### src/hw/rtl/lpwq_pkg.sv
// ============================================================================
// lpwq_pkg - shared definitions for the lock pool with wait queue
// Field widths, command and status codes, controller states and the
// command/status bundles between controller and datapath.
// ============================================================================
package lpwq_pkg;

    // default sizes
    localparam int LOCKS_DEF       = 8;
    localparam int QUEUE_DEPTH_DEF = 16;

    // item field widths
    localparam int CMD_W    = 2;
    localparam int NUM_W    = 6;
    localparam int TAG_W    = 8;
    localparam int STATUS_W = 3;
    localparam int GRANT_W  = 6;

    // command codes
    localparam logic [CMD_W-1:0] CMD_ACQUIRE = 2'd0;
    localparam logic [CMD_W-1:0] CMD_RELEASE = 2'd1;
    localparam logic [CMD_W-1:0] CMD_QUERY   = 2'd2;

    // status codes
    localparam logic [STATUS_W-1:0] STAT_GRANTED  = 3'd0;
    localparam logic [STATUS_W-1:0] STAT_QUEUED   = 3'd1;
    localparam logic [STATUS_W-1:0] STAT_FULL     = 3'd2;
    localparam logic [STATUS_W-1:0] STAT_RELEASED = 3'd3;
    localparam logic [STATUS_W-1:0] STAT_INVALID  = 3'd4;
    localparam logic [STATUS_W-1:0] STAT_QUERY    = 3'd5;

    typedef enum logic {
        S_IDLE,
        S_EXEC
    } t_state;

    // controller -> datapath
    typedef struct packed {
        logic capture;  // load the incoming item
        logic commit;   // apply the item and load the result register
    } t_ctrl_cmd;

    // datapath -> controller
    typedef struct packed {
        logic out_busy; // result register holds an item not taken this cycle
    } t_dp_status;

endpackage

### src/hw/rtl/lpwq_ctrl.sv
// ============================================================================
// lpwq_ctrl - sequencing controller
// Takes one item, holds it in the execute state and commits it once the
// result register can take the answer.
// ============================================================================
module lpwq_ctrl
    import lpwq_pkg::*;
(
    input  logic       i_clk,
    input  logic       i_rst_n,
    input  logic       i_s_tvalid,
    output logic       o_s_tready,
    input  t_dp_status i_status,
    output t_ctrl_cmd  o_cmd
);

    t_state r_state;
    t_state n_state;

    always_ff @(posedge i_clk) begin
        if (!i_rst_n) begin
            r_state <= S_IDLE;
        end else begin
            r_state <= n_state;
        end
    end

    always_comb begin
        n_state = r_state;
        unique case (r_state)
            S_IDLE: begin
                if (i_s_tvalid) n_state = S_EXEC;
            end
            S_EXEC: begin
                if (!i_status.out_busy) n_state = S_IDLE;
            end
            default: n_state = S_IDLE;
        endcase
    end

    always_comb begin
        o_s_tready    = 1'b0;
        o_cmd.capture = 1'b0;
        o_cmd.commit  = 1'b0;
        unique case (r_state)
            S_IDLE: begin
                o_s_tready    = 1'b1;
                o_cmd.capture = i_s_tvalid;
            end
            S_EXEC: begin
                o_cmd.commit = !i_status.out_busy;
            end
            default: begin
                o_s_tready = 1'b0;
            end
        endcase
    end

endmodule

### src/hw/rtl/lpwq_dp.sv
// ============================================================================
// lpwq_dp - lock bitmap, wait queue and result register
// Lowest-free-lock search, queue memory with head/tail/count, and the
// output register that feeds the result stream.
// ============================================================================
module lpwq_dp
    import lpwq_pkg::*;
#(
    parameter int LOCKS       = LOCKS_DEF,
    parameter int QUEUE_DEPTH = QUEUE_DEPTH_DEF
) (
    input  logic                i_clk,
    input  logic                i_rst_n,
    input  t_ctrl_cmd           i_cmd,
    output t_dp_status          o_status,
    input  logic [CMD_W-1:0]    i_command,
    input  logic [NUM_W-1:0]    i_lock_number,
    input  logic [TAG_W-1:0]    i_requester_tag,
    output logic                o_out_valid,
    input  logic                i_out_ready,
    output logic [STATUS_W-1:0] o_res_status,
    output logic [GRANT_W-1:0]  o_granted_lock,
    output logic                o_held,
    output logic                o_wake_valid,
    output logic [TAG_W-1:0]    o_wake_tag
);

    localparam int LOCK_W = (LOCKS > 1) ? $clog2(LOCKS) : 1;
    localparam int PTR_W  = (QUEUE_DEPTH > 1) ? $clog2(QUEUE_DEPTH) : 1;
    localparam int CNT_W  = $clog2(QUEUE_DEPTH + 1);

    // captured item
    logic [CMD_W-1:0] r_command;
    logic [NUM_W-1:0] r_num;
    logic [TAG_W-1:0] r_tag;

    // pool and queue state
    logic [LOCKS-1:0] r_held_bits, n_held_bits;
    logic [PTR_W-1:0] r_head, n_head;
    logic [PTR_W-1:0] r_tail, n_tail;
    logic [CNT_W-1:0] r_count, n_count;
    logic [TAG_W-1:0] r_queue_mem [QUEUE_DEPTH];
    logic [TAG_W-1:0] r_head_tag;

    // result register
    logic                r_out_valid;
    logic [STATUS_W-1:0] r_res_status, n_res_status;
    logic [GRANT_W-1:0]  r_granted, n_granted;
    logic                r_held, n_held;
    logic                r_wake_valid, n_wake_valid;
    logic [TAG_W-1:0]    r_wake_tag, n_wake_tag;

    logic              num_ok;
    logic [LOCK_W-1:0] num_idx;
    logic              any_free;
    logic [LOCK_W-1:0] free_idx;
    logic              q_full;
    logic              q_empty;
    logic              do_push;
    logic              do_pop;

    always_ff @(posedge i_clk) begin
        if (i_cmd.capture) begin
            r_command <= i_command;
            r_num     <= i_lock_number;
            r_tag     <= i_requester_tag;
        end
    end

    assign num_ok  = {1'b0, r_num} < (NUM_W+1)'(LOCKS);
    assign num_idx = LOCK_W'(r_num);
    assign q_full  = (r_count == CNT_W'(QUEUE_DEPTH));
    assign q_empty = (r_count == '0);

    // lowest-numbered free lock
    always_comb begin
        any_free = 1'b0;
        free_idx = '0;
        for (int i = LOCKS - 1; i >= 0; i--) begin
            if (!r_held_bits[i]) begin
                any_free = 1'b1;
                free_idx = LOCK_W'(i);
            end
        end
    end

    always_comb begin
        n_held_bits  = r_held_bits;
        n_res_status = STAT_INVALID;
        n_granted    = '0;
        n_held       = 1'b0;
        n_wake_valid = 1'b0;
        n_wake_tag   = '0;
        do_push      = 1'b0;
        do_pop       = 1'b0;
        unique case (r_command)
            CMD_ACQUIRE: begin
                if (any_free) begin
                    n_held_bits[free_idx] = 1'b1;
                    n_granted             = GRANT_W'(free_idx);
                    n_res_status          = STAT_GRANTED;
                end else if (q_full) begin
                    n_res_status = STAT_FULL;
                end else begin
                    do_push      = 1'b1;
                    n_res_status = STAT_QUEUED;
                end
            end
            CMD_RELEASE: begin
                if (num_ok) begin
                    n_held_bits[num_idx] = 1'b0;
                    n_res_status         = STAT_RELEASED;
                    if (!q_empty) begin
                        do_pop       = 1'b1;
                        n_wake_valid = 1'b1;
                        n_wake_tag   = r_head_tag;
                    end
                end
            end
            CMD_QUERY: begin
                if (num_ok) begin
                    n_held       = r_held_bits[num_idx];
                    n_res_status = STAT_QUERY;
                end
            end
            default: begin
                n_res_status = STAT_INVALID;
            end
        endcase
    end

    always_comb begin
        n_head  = r_head;
        n_tail  = r_tail;
        n_count = r_count;
        if (do_push) begin
            n_tail  = (r_tail == PTR_W'(QUEUE_DEPTH - 1)) ? '0 : r_tail + 1'b1;
            n_count = r_count + 1'b1;
        end
        if (do_pop) begin
            n_head  = (r_head == PTR_W'(QUEUE_DEPTH - 1)) ? '0 : r_head + 1'b1;
            n_count = r_count - 1'b1;
        end
    end

    always_ff @(posedge i_clk) begin
        if (!i_rst_n) begin
            r_held_bits <= '0;
            r_head      <= '0;
            r_tail      <= '0;
            r_count     <= '0;
        end else if (i_cmd.commit) begin
            r_held_bits <= n_held_bits;
            r_head      <= n_head;
            r_tail      <= n_tail;
            r_count     <= n_count;
        end
    end

    // queue memory; head entry read every cycle, settled before the next commit
    always_ff @(posedge i_clk) begin
        if (i_cmd.commit && do_push) begin
            r_queue_mem[r_tail] <= r_tag;
        end
        r_head_tag <= r_queue_mem[r_head];
    end

    always_ff @(posedge i_clk) begin
        if (!i_rst_n) begin
            r_out_valid <= 1'b0;
        end else if (i_cmd.commit) begin
            r_out_valid <= 1'b1;
        end else if (i_out_ready) begin
            r_out_valid <= 1'b0;
        end
    end

    always_ff @(posedge i_clk) begin
        if (i_cmd.commit) begin
            r_res_status <= n_res_status;
            r_granted    <= n_granted;
            r_held       <= n_held;
            r_wake_valid <= n_wake_valid;
            r_wake_tag   <= n_wake_tag;
        end
    end

    assign o_status.out_busy = r_out_valid && !i_out_ready;
    assign o_out_valid       = r_out_valid;
    assign o_res_status      = r_res_status;
    assign o_granted_lock    = r_granted;
    assign o_held            = r_held;
    assign o_wake_valid      = r_wake_valid;
    assign o_wake_tag        = r_wake_tag;

`ifndef SYNTHESIS
    a_count_bound: assert property (@(posedge i_clk) disable iff (!i_rst_n)
        r_count <= CNT_W'(QUEUE_DEPTH))
        else $error("wait queue count above depth");

    a_empty_ptrs: assert property (@(posedge i_clk) disable iff (!i_rst_n)
        (r_count == '0) |-> (r_head == r_tail))
        else $error("empty queue with head and tail apart");

    a_pop_count: assert property (@(posedge i_clk) disable iff (!i_rst_n)
        (i_cmd.commit && do_pop) |=> (r_count == $past(r_count) - 1'b1))
        else $error("wake-up without queue count decrement");

    a_grant_taken: assert property (@(posedge i_clk) disable iff (!i_rst_n)
        (i_cmd.commit && (n_res_status == STAT_GRANTED))
            |=> r_held_bits[$past(free_idx)])
        else $error("granted lock not marked held");
`endif

endmodule

### src/hw/rtl/lock_pool_with_wait_queue_unit.sv
// ============================================================================
// lock_pool_with_wait_queue_unit - lock pool with FIFO of waiting requesters
// Top level: stream ports, controller and datapath.
// ============================================================================
// A pool of LOCKS binary locks with a wait queue of QUEUE_DEPTH requester
// tags. Every input item gives exactly one result item. An acquire takes
// the lowest-numbered free lock (status granted); with none free the tag
// is queued (status queued) or, with the queue full, refused (status
// queue full). A valid release frees the lock and, if anyone waits, pops
// the oldest tag as a wake-up; the freed lock stays free and is not handed
// over. A query reports the held bit. Lock numbers at or above LOCKS on a
// release or query, and the unused command code, give status invalid and
// change nothing. Items are handled one at a time: an item is taken in the
// idle state and executed in the execute state, so the block takes no new
// item before the last one is committed. The result sits in an output
// register, so the next item is taken while the previous result waits; a
// stalled result holds the execute step of the following item. After
// reset all locks are free and the queue is empty; queue memory contents
// need no clearing.
module lock_pool_with_wait_queue_unit
    import lpwq_pkg::*;
#(
    parameter int LOCKS       = LOCKS_DEF,
    parameter int QUEUE_DEPTH = QUEUE_DEPTH_DEF
) (
    input  logic                i_clk,
    input  logic                i_rst_n,
    // input items
    input  logic                s_tvalid,
    output logic                s_tready,
    input  logic [15:0]         s_tdata,  // [5:0] lock_number, [13:6] requester_tag, [15:14] 0
    input  logic [CMD_W-1:0]    s_tuser,  // [1:0] command
    // result items
    output logic                m_tvalid,
    input  logic                m_tready,
    output logic [15:0]         m_tdata,  // [5:0] granted_lock, [6] held, [7] wake_valid,
                                          // [15:8] wake_tag
    output logic [STATUS_W-1:0] m_tuser   // [2:0] status
);

    t_ctrl_cmd  ctrl_cmd;
    t_dp_status dp_status;

    logic [GRANT_W-1:0] granted_lock;
    logic               held;
    logic               wake_valid;
    logic [TAG_W-1:0]   wake_tag;

    lpwq_ctrl u_ctrl (
        .i_clk      (i_clk),
        .i_rst_n    (i_rst_n),
        .i_s_tvalid (s_tvalid),
        .o_s_tready (s_tready),
        .i_status   (dp_status),
        .o_cmd      (ctrl_cmd)
    );

    lpwq_dp #(
        .LOCKS       (LOCKS),
        .QUEUE_DEPTH (QUEUE_DEPTH)
    ) u_dp (
        .i_clk           (i_clk),
        .i_rst_n         (i_rst_n),
        .i_cmd           (ctrl_cmd),
        .o_status        (dp_status),
        .i_command       (s_tuser),
        .i_lock_number   (s_tdata[NUM_W-1:0]),
        .i_requester_tag (s_tdata[NUM_W+TAG_W-1:NUM_W]),
        .o_out_valid     (m_tvalid),
        .i_out_ready     (m_tready),
        .o_res_status    (m_tuser),
        .o_granted_lock  (granted_lock),
        .o_held          (held),
        .o_wake_valid    (wake_valid),
        .o_wake_tag      (wake_tag)
    );

    assign m_tdata = {wake_tag, wake_valid, held, granted_lock};

endmodule
### config.mk
export PLATFORM = sky130hd
export DESIGN_NAME = lock_pool_with_wait_queue_unit
export DESIGN_NICKNAME = d
export VERILOG_FILES = /design/src/hw/rtl/lpwq_pkg.sv /design/src/hw/rtl/lpwq_ctrl.sv /design/src/hw/rtl/lpwq_dp.sv /design/src/hw/rtl/lock_pool_with_wait_queue_unit.sv
export SDC_FILE = /design/constraint.sdc
export NUM_CORES = 1
export LEC_CHECK = 0
export ABC_AREA = 0
export BUFFER_PORTS_ARGS = -buffer_cell sky130_fd_sc_hd__buf_2
export CAP_MARGIN = 20
export CORE_MARGIN = 8
export CORE_UTILIZATION = 40
export CTS_CLUSTER_SIZE = 20
export DETAILED_ROUTE_END_ITERATION = 8
export HOLD_SLACK_MARGIN = 0.15
export PLACE_DENSITY = 0.63
export SETUP_SLACK_MARGIN = 0.15
export SLEW_MARGIN = 20
export SYNTH_ARGS = -nofsm -noshare
export SYNTH_HDL_FRONTEND = slang
export SYNTH_SLANG_ARGS = --single-unit
### constraint.sdc
create_clock -name i_clk -period 2.7 [get_ports i_clk]
set_input_delay 0.675 -clock i_clk [delete_from_list [all_inputs] [get_ports i_clk]]
set_output_delay 0.675 -clock i_clk [all_outputs]
set_load 0.02 [all_outputs]
Word level (Yosys, flattened, before mapping)

Memory sizes are Yosys's and may differ from the RTL's. A register that Yosys moved wholly into a read port is not among the register bits.
Index checks and enable logic that the tools add are counted.

Output and inout bits: 21
Bits of input ports: 22
Bits in writable memories: 128
Logic and storage cells: 106
Memories: 1
Register bits after elaboration: 58

Bitwise operators: 6
Add/sub/neg operators: 4
Multiplexer cells: 50
Reductions and logical operators: 18
Equal/unequal tests: 7
$lt $le $gt $ge: 5

Memories:

| memory           | words | width | read ports | clocked after memory_dff | write ports | RTL line      | RTL |
|---|---|---|---|---|---|---|---|
| u_dp.r_queue_mem | 16    | 8     | 1          | 1                        | 1           | lpwq_dp.sv:42 | `logic [TAG_W-1:0] r_queue_mem [QUEUE_DEPTH];` |

Operators by type and width:

| cell                                                               | number |
|---|---|
| two-way mux 3 bit                                                  | 10 |
| two-way mux 1 bit                                                  | 27 |
| two-way mux 8 bit                                                  | 2 |
| case mux 8 bit (2 select lines)                                    | 1 |
| two-way mux 5 bit                                                  | 2 |
| AND reduction 2 bit                                                | 5 |
| case mux 3 bit (3 select lines)                                    | 1 |
| adder 4 x 1 -> 4 bit (second input constant)                       | 2 |
| bitwise AND 8 bit                                                  | 1 |
| == test 4 bit (second input constant)                              | 2 |
| < comparator 3 x 4 -> 1 bit (second input constant)                | 2 |
| two-way mux 4 bit                                                  | 2 |
| NOT 8 bit                                                          | 1 |
| OR 8 bit                                                           | 1 |
| demux 1 bit (select 3 bit)                                         | 2 |
| greater-or-equal comparator 3 x 1 -> 1 bit (second input constant) | 2 |
| < comparator 6 x 4 -> 1 bit (second input constant)                | 1 |
| nonzero test 2 bit                                                 | 3 |
| adder 5 x 1 -> 5 bit (second input constant)                       | 1 |
| == test 5 bit (second input constant)                              | 1 |
| logical NOT 5 bit                                                  | 1 |
| subtractor 5 x 1 -> 5 bit (second input constant)                  | 1 |
| logical AND 1 bit                                                  | 4 |
| != test 2 x 1 -> 1 bit (second input constant)                     | 2 |
| 10 further kinds                                                   | 13 |

Depth between registers and ports, before layout

Gate-level depths: netlist of run 1.

Depth in word-level cells: 15
Gate-level depth with buffers: 9
Depth with buffers taken out: 9

Cells and area by module

From an unflattened synthesis of run 1, not the netlist that was laid out.

Cell total of the unflattened synthesis: 462
Area total of the unflattened synthesis: 7639.8 µm²

Modules (own cells, without submodules):

| module                         | seq. area each (µm²) | instances | cells an instance | area an instance (µm²) |
|---|---|---|---|---|
| lpwq_dp                        | 5405.2               | 1         | 454               | 7577.3 |
| lpwq_ctrl                      | 20.0                 | 1         | 6                 | 47.5 |
| lock_pool_with_wait_queue_unit | 0.0                  | 1         | 2                 | 15.0 |

Least setup slack after synthesis of run 1

No wires, ideal clock.

Kind: input port to flip-flop
Start: input m_tready
End: memory u_dp.r_queue_mem[0][0] (enable)
Arrival: 2.126 ns
Slack: 0.191 ns
Library setup time: 0.383 ns
Path buffers: 1
Required time: 2.317 ns
Cell stages on the path: 6
Cells stage by stage: nand2b_1 > nor3b_4 > and2_1 > buf_6 > nand2_1 > nor3_1

Word-level cells in the longest chain between the ends: 7

Ends and longest elaborated chain:

| what                                    | RTL line                             | RTL |
|---|---|---|
| start, declared                         | lock_pool_with_wait_queue_unit.sv:35 | `input logic m_tready,` |
| logical NOT 1 bit                       | lpwq_dp.sv:188                       | `assign o_status.out_busy = r_out_valid && !i_out_ready;` |
| logical AND 1 bit                       | lpwq_dp.sv:188                       |  |
| logical NOT 1 bit                       | -                                    |  |
| two-way mux 1 bit                       | lpwq_ctrl.sv:45                      | `unique case (r_state)` |
| logical AND 1 bit                       | lpwq_dp.sv:162                       | `if (i_cmd.commit && do_push) begin` |
| two-way mux 1 bit                       | lpwq_dp.sv:162                       |  |
| two-way mux 1 bit (implied by the code) | lpwq_dp.sv:163                       | `r_queue_mem[r_tail] <= r_tag;` |
| end, declared                           | lpwq_dp.sv:42                        |  |

Every way passes these cells.

Worst setup path after layout of run 1

Start: register u_dp.r_num[5]
End: register u_dp.r_count[4]

Word-level cells in the longest chain between the ends: 5
Elaborated cells on any way between the ends: 6
Those cells by class: order compare (1); mux (3); reduce/logical (2)

Ends and longest elaborated chain:

| what                          | RTL line       | RTL |
|---|---|---|
| start, declared               | lpwq_dp.sv:34  | `logic [NUM_W-1:0] r_num;` |
| start signal, assigned        | lpwq_dp.sv:65  | `r_num <= i_lock_number;` |
| < comparator 6 x 4 -> 1 bit * | lpwq_dp.sv:70  | `assign num_ok = {1'b0, r_num} < (NUM_W+1)'(LOCKS);` |
| two-way mux 1 bit *           | lpwq_dp.sv:110 | `if (num_ok) begin` |
| two-way mux 1 bit *           | lpwq_dp.sv:96  | `unique case (r_command)` |
| via u_dp.do_pop               | lpwq_dp.sv:60  | `logic do_pop;` |
| nonzero test 2 bit (no line)  | -              |  |
| AND reduction 2 bit (no line) | -              |  |
| end signal, assigned          | lpwq_dp.sv:156 | `r_count <= n_count;` |
| end, declared                 | lpwq_dp.sv:41  | `logic [CNT_W-1:0] r_count, n_count;` |

The timed path passes the listed nets; every way through them passes the cells marked *.
A chain may end at the register's enable or synchronous reset.

==> reports/results.ini, run 1 <==
[die]
io_pins = 43
dieArea_um2 = 23800
die_height_um = 154
core_area_um2 = 18700
initial_core_util_pct = 40.8
floorplan.die.width_um = 154
core.rowCount = 50

[power]
combinational_cell_fraction_of_total_power_pct = 1.6
net_switching_power_uw = 1170
power-per-cell-area_nw_per_um2 = 668
cell_internal_pwr_uw = 4720
p_leak_uw = 0.00296
sw_frac_of_total_pct = 19.8
power.total_uw = 5890
seqPwrFrac_pct = 55.7
p_clk_share_pct = 42.7
irDropWorstVdd_mv = 0.391

[grt]
number_of_antenna_violations_at_the_first_check_in_global_routing = 0
globalRouteOverflowTotal = 0
grt_max_degree = 36
first_global_vias = 4118
grt.total_usage_pct = 12.5
global_route_wire_length_before_repair_um = 22300

[yosys]
synth-edff-count = 160
post-synth-top-area-fraction_pct = 62.9
synth.yosys.seq_area_share_pct = 71.0
mapped_area_um2 = 7640
netlist_instances = 448
ys_ff_latch = 191
ys_async_sr_fraction_pct = 0
synthFlopType = edfxtp_1
synthDominantAreaCellType = edfxtp_1
syn_avg_cell_area_um2 = 17.0
yosys_warnings = 0
yosys-top-cells-area = edfxtp_1 63%, mux4_2 9.7%, dfxtp_1 8.1%
synthDistinctLibCells = 55

[placement]
dp_cells = 725
placer_congestion_estimate = 0.808
hpwlAfterDp_um = 9530
port_buffers = 37

[setup_path]
reg2reg_from = u_dp.r_num[5]$_DFFE_PP_
worst-path-buf-inv = 0
critical-path-top-delay-family = simple AND/OR/NAND/NOR gates
timing.critical_path.arrival_ps = 2730
setup.worst_path.start_class = flop
cpPeakStageDelay_ps = 440
number_of_cells_on_the_worst_reg_to_reg_path = 8
crit_path_top_delay_cell = edfxtp_1
cp_common_cell = mux2i_1
ff2ff_setup_slack_ps = 340
path_max_fanout = 4
critPathKind = flop to flop
critPathRequiredTime_ps = 3060
timing.critical_path.to_type = flop
critical_path_cell_sequence = nor4_4 > nand2_1 > nor2_2 > ha_1 > a21o_1 > a21oi_1 > mux2i_1 > mux2i_1
reg2reg_to = u_dp.r_count[4]$_SDFFE_PN0P_

[detailed_routing]
drt_pre_antenna_iters = 5
detailroute.via_count = 4027
vias_per_cell = 5.32
antenna_violating_nets_left = 0
drt_wl_total_um = 14400
avgRoutedWirePerCell_um = 19.0
first_iter_violations = 238
drc_errors = 0

[clock_tree]
clkLatencyLatePin_ps = 430
cts.sinks = 191
cts-htree-levels = 4
cts_root_buffer = clkbuf_16
tritoncts_clock_tree = done
postCtsSetupBuffers = 0
clock_transition_at_the_register_clock_pins_on_the_worst_setup_and_hold_paths_after_cts_ps = 70
cts_inserted_buffers = 17
cts_buffer_depth = 2

[layout]
area.sequential_um2 = 5430
mostFrequentLayoutCell = edfxtp_1
fillCellCount = 1553
post_layout_cell_count = 757
insertedDiodeCount = 0
area_growth_syn_to_layout_pct = 15.3
multi_input_area_um2 = 2060
final_cell_mix = 160 x edfxtp_1, 37 x buf_2, 33 x mux4_2, 30 x buf_4, 30 x dfxtp_1
finalNetCount = 541
fraction_of_final_layout_cells_with_drive_strength_greater_than_1_pct = 26.4

[timing]
period_share_pct = 87.5
hold_violations = 0
grt_setup_unrepaired = no
report.final.slew_viol_count = 0
number_of_failing_setup_endpoints_in_the_final_timing_report = 0
clock_skew_ps = 9.41
worst_margin_slew_ps = 827
max_slew_margin_pct = 44.8
period_minus_slack_ps = 2360
totalNegativeSetupSlack_ps = 0
maxClockFrequency_mhz = 423

[min_path]
min_from = s_tdata[7]
hold-path-cell-count = 1
hold_path_end = u_dp.r_tag[1]$_DFFE_PP_
hold_class = input port to flop

[outcome]
status = complete, no violations

[run]
cap_viol_max_count = 0

==> state kept, by name (all words and copies together) (netlist names) <==
register and count:
u_dp.o_granted_lock 3, u_dp.r_queue_mem 128, u_ctrl.r_state 1, u_dp.r_tail 4, u_dp.o_wake_tag 8, u_dp.o_wake_valid 1
u_dp.r_num 6, u_dp.o_held 1, u_dp.r_held_bits 8, u_dp.r_head_tag 8, u_dp.r_count 5, u_dp.r_head 4
u_dp.r_command 2, u_dp.o_out_valid 1, u_dp.o_res_status 3, u_dp.r_tag 8
==> logic make-up (layout without fill, tap and decap cells) <==
kind of cell | Yosys count | after routing | share of synthesized area (%)
flip-flops | 191 | 191 | 71.0
multiplexers | 46 | 46 | 11.6
buffers and inverters | 32 | 105 | 2.21
adder cells (fa/ha/maj) | 9 | 9 | 1.57
AO/OA/AOI/OAI | 60 | 60 | 5.32
other | 1 | 3 | 0.0491
AND/OR/NAND/NOR | 104 | 104 | 7.59
XOR/XNOR | 5 | 5 | 0.573
==> synth_stat cells (8+ instances only) <==
master	instances
and2_1	14
buf_4	8
a211oi_1	8
o21ai_0	12
edfxtp_1	160
nor3_1	8
clkbuf_1	11
a21oi_1	16
mux2i_1	12
nor2b_1	11
ha_1	8
nand2_1	18
mux4_2	33
dfxtp_1	31
nand3_1	8
nor2_1	22
==> power groups by stage <==
stage,clock network (uW),registers (uW),logic (uW)
6_report,2510,3280,96.5
2_1_floorplan,0,3330,54.3
3_5_place_dp,0,3340,97.8
5_1_grt,2680,3280,105
4_1_cts,2560,3280,97.9
3_3_place_gp,0,3340,95.9
==> area by class of cell <==
class / count / area share [%]
Clock buffer: 18 / 4.87
Clock inverter: 14 / 1.86
Tap cell: 234 / 3.32
Multi-Input combinational cell: 227 / 23.4
Inverter: 6 / 0.256
Timing Repair Buffer: 67 / 4.66
Sequential cell: 191 / 61.6
==> worst max path at each step <==
stage / from / to / slack [ps] / depth (start not counted)
after floorplan: m_tready / u_dp.r_queue_mem[0][0]$_DFFE_PP_ / 190 / 6
after global placement: u_dp.r_num[5]$_DFFE_PP_ / u_dp.r_count[4]$_SDFFE_PN0P_ / 280 / 8
after detailed placement: u_dp.r_num[5]$_DFFE_PP_ / u_dp.r_count[4]$_SDFFE_PN0P_ / 230 / 8
after CTS: u_dp.r_num[5]$_DFFE_PP_ / u_dp.r_count[4]$_SDFFE_PN0P_ / 200 / 8
after global routing: u_dp.r_num[5]$_DFFE_PP_ / u_dp.r_count[4]$_SDFFE_PN0P_ / 170 / 8
final: u_dp.r_num[5]$_DFFE_PP_ / u_dp.r_count[4]$_SDFFE_PN0P_ / 340 / 8
==> metal layers <==
layer | GRT usage [%] | up-vias | routed length (um)
li1 | - | 1879 | -
met1 | 14.6 | 2010 | 6050
met2 | 21.0 | 122 | 7220
met3 | 3.96 | 16 | 874
met4 | 5.18 | 0 | 243
met5 | 0 | - | 0
==> what timing repair did <==
item,in CTS,in global routing
setup endpoints to repair,0,2
gates resized for setup,0,2
hold buffers,0,0
==> metrics by stage <==
stage               worst slack (ps)  cell area (um^2)  hold slack, ps  utilization (%)
floorplan                        191              7640             452                -
global placement                 276              8210             464             43.9
detailed placement               231              8210             489             43.9
finish                           338              8810             415             47.1
CTS                              205              8800             393             47.0
global route                     168              8810             391             47.1
(Power assumes the default switching activity.)
==> run 2, diff against run 1 <==
Settings changed: GPL_TIMING_DRIVEN set to 0, SLEW_MARGIN 20 to 0.
==> reports/results.ini, run 2 (synthesis results as in run 1) <==
[outcome]
status = complete, no violations  ; unchanged

[layout]
mostFrequentLayoutCell = edfxtp_1  ; unchanged
largest_register = u_dp.r_queue_mem  ; unchanged
final_cell_mix = 160 x edfxtp_1, 39 x buf_2, 33 x mux4_2, 31 x dfxtp_1, 21 x buf_4  ; was 160 x edfxtp_1, 37 x buf_2, 33 x mux4_2, 30 x buf_4, 30 x dfxtp_1
fillCellCount = 1564  ; was 1553
final_core_occ_pct = 47.6  ; was 47.1%
multi_input_area_um2 = 2160  ; was 2060 um^2
area_growth_syn_to_layout_pct = 16.6  ; was 15.3%
fraction_of_final_layout_cells_with_drive_strength_greater_than_1_pct = 28.4  ; was 26.4%
post_layout_cell_count = 765  ; was 757
insertedDiodeCount = 0  ; unchanged
fin_area_um2 = 8900  ; was 8810 um^2
largest_register_ffs = 128  ; unchanged
area.sequential_um2 = 5430  ; about the same
finalNetCount = 549  ; was 541

[grt]
grt.total_usage_pct = 13.7  ; was 12.5%
first_global_vias = 4332  ; was 4118
grt_max_degree = 19  ; was 36
global_route_wire_length_before_repair_um = 24800  ; was 22300 um
globalRouteOverflowTotal = 0  ; unchanged
number_of_antenna_violations_at_the_first_check_in_global_routing = 0  ; unchanged

[power]
p_clk_share_pct = 42.1  ; was 42.7%
net_switching_power_uw = 1270  ; was 1170 uW
power-per-cell-area_nw_per_um2 = 656  ; was 668 nW/um^2
seqPwrFrac_pct = 56.1  ; was 55.7%
sw_frac_of_total_pct = 21.7  ; was 19.8%
combinational_cell_fraction_of_total_power_pct = 1.8  ; was 1.6%
p_leak_uw = 0.00295  ; was 0.00296 uW
irDropWorstVdd_mv = 0.377  ; was 0.391 mV
cell_internal_pwr_uw = 4570  ; was 4720 uW

[timing]
period_minus_slack_ps = 2440  ; was 2360 ps
clock_skew_ps = 10.8  ; was 9.41 ps
report.final.slew_viol_count = 0  ; unchanged
worst_margin_slew_ps = 968  ; was 827 ps
max_slew_margin_pct = 35.2  ; was 44.8%
hold_violations = 0  ; unchanged
totalNegativeSetupSlack_ps = 0  ; unchanged
period_share_pct = 90.4  ; was 87.5%
grt_setup_unrepaired = yes  ; was no
maxClockFrequency_mhz = 410  ; was 423 MHz
number_of_failing_setup_endpoints_in_the_final_timing_report = 0  ; unchanged

[clock_tree]
cts_inserted_buffers = 17  ; unchanged
tritoncts_clock_tree = done  ; unchanged
cts.sinks = 191  ; unchanged
clkLatencyLatePin_ps = 430  ; about the same
cts-htree-levels = 4  ; unchanged
clock_transition_at_the_register_clock_pins_on_the_worst_setup_and_hold_paths_after_cts_ps = 70  ; about the same
cts_buffer_depth = 2  ; unchanged
cts_root_buffer = clkbuf_16  ; unchanged

[die]
die_height_um = 154  ; unchanged
initial_core_util_pct = 40.8  ; unchanged
dieArea_um2 = 23800  ; unchanged
core_area_um2 = 18700  ; unchanged
io_pins = 43  ; unchanged
core.rowCount = 50  ; unchanged
floorplan.die.width_um = 154  ; unchanged

[min_path]
hold_class = input port to flop  ; unchanged

[detailed_routing]
avgRoutedWirePerCell_um = 20.5  ; was 19.0 um
vias_per_cell = 5.37  ; was 5.32
detailroute.via_count = 4108  ; was 4027
first_iter_violations = 247  ; was 238
drt_wl_total_um = 15600  ; was 14400 um
drc_errors = 0  ; unchanged
antenna_violating_nets_left = 0  ; unchanged
drt_pre_antenna_iters = 4  ; was 5

[placement]
dp_cells = 724  ; was 725
port_buffers = 36  ; was 37
hpwlAfterDp_um = 10500  ; was 9530 um
placer_congestion_estimate = 0.831  ; was 0.808
placed_area_um2 = 8150  ; was 8210 um^2

[setup_path]
crit_path_top_delay_cell = edfxtp_1  ; unchanged
critPathKind = flop to flop  ; unchanged
timing.critical_path.to_type = flop  ; unchanged
timing.critical_path.arrival_ps = 2510  ; was 2730 ps
cpPeakStageDelay_ps = 510  ; was 440 ps
setup.worst_path.start_class = flop  ; unchanged
critical_path_cell_sequence = or2_4 > nor3b_4 > and2_1 > buf_6 > nand2_1 > nor2_2  ; was nor4_4 > nand2_1 > nor2_2 > ha_1 > a21o_1 > a21oi_1 > mux2i_1 > mux2i_1
path_max_fanout = 8  ; was 4
critPathRequiredTime_ps = 2770  ; was 3060 ps

[run]
cap_viol_max_count = 0  ; unchanged

-- run 2: cell count changes in the layout (fill, tap and decap cells not counted), sizes merged --
cell      before  now
buf           67   64
clkinv         7    5
clkbuf        18   29
bufinv         3    1
inv           10   12
clkinvlp       0    2
-- run 2: path summary, 6_finish.rpt --
path	from	end	slack (ps)	cells past startpoint
worst max-delay path	u_dp.r_command[1]$_DFFE_PP_	u_dp.r_queue_mem[4][0]$_DFFE_PP_	260	6
worst min-delay path	s_tdata[9]	u_dp.r_tag[3]$_DFFE_PP_	410	1
worst max register to register	u_dp.r_command[1]$_DFFE_PP_	u_dp.r_queue_mem[4][0]$_DFFE_PP_	260	6
worst min register to register	u_dp.r_head_tag[3]$_DFF_P_	u_dp.o_wake_tag[3]$_SDFFCE_PP0P_	510	1
-- run 2: worst max-delay path, delay by kind of cell, from the launching register on --
| family | cells | cell delay (ps) |
|---|---|---|
| and+or+nand+nor | 5 | 1440 |
| buffers and inverters | 1 | 120 |
| DFF | 1 | 510 |
-- run 2: through the flow --
stage	hold slack [ps]	setup WS, ps	power (uW)
6_report	413	259	5840
5_1_grt	390	136	6020
4_1_cts	389	106	5880
3_5_place_dp	485	-327	3450
3_3_place_gp	468	-527	3440
2_1_floorplan	452	191	3390
-- run 2: routing by layer --
layer | wire, um | track usage, % | vias to the layer above
li1 | - | - | 1890
met1 | 6760 | 16.8 | 2101
met2 | 7990 | 23.2 | 101
met3 | 706 | 3.73 | 16
met4 | 189 | 4.71 | 0
met5 | 0 | 0 | -
-- run 2: power groups by stage --
stage / Sequential (uW) / Combinational (uW) / Clock [uW]
after global placement: 3340 / 104 / 0
after global routing: 3280 / 117 / 2620
after CTS: 3280 / 109 / 2500
final: 3280 / 107 / 2460
after detailed placement: 3340 / 107 / 0
after floorplan: 3330 / 54.3 / 0
-- run 2: area by class of cell --
| class | instances | area share (%) |
|---|---|---|
| inverters | 6 | 0.253 |
| well taps | 234 | 3.29 |
| flip-flops and latches | 191 | 60.9 |
| multi-input cells | 227 | 24.3 |
| repair buffers | 49 | 3.12 |
| plain buffers | 26 | 1.64 |
| clock buffers | 18 | 4.82 |
| clock inverters | 14 | 1.67 |
-- run 2: timing repair --
action	in CTS	in global routing
gates resized for setup	22	5
hold buffers	0	0
setup endpoints to repair	123	125
cloned	0	0
setup buffers	1	8
pin swaps	2	4
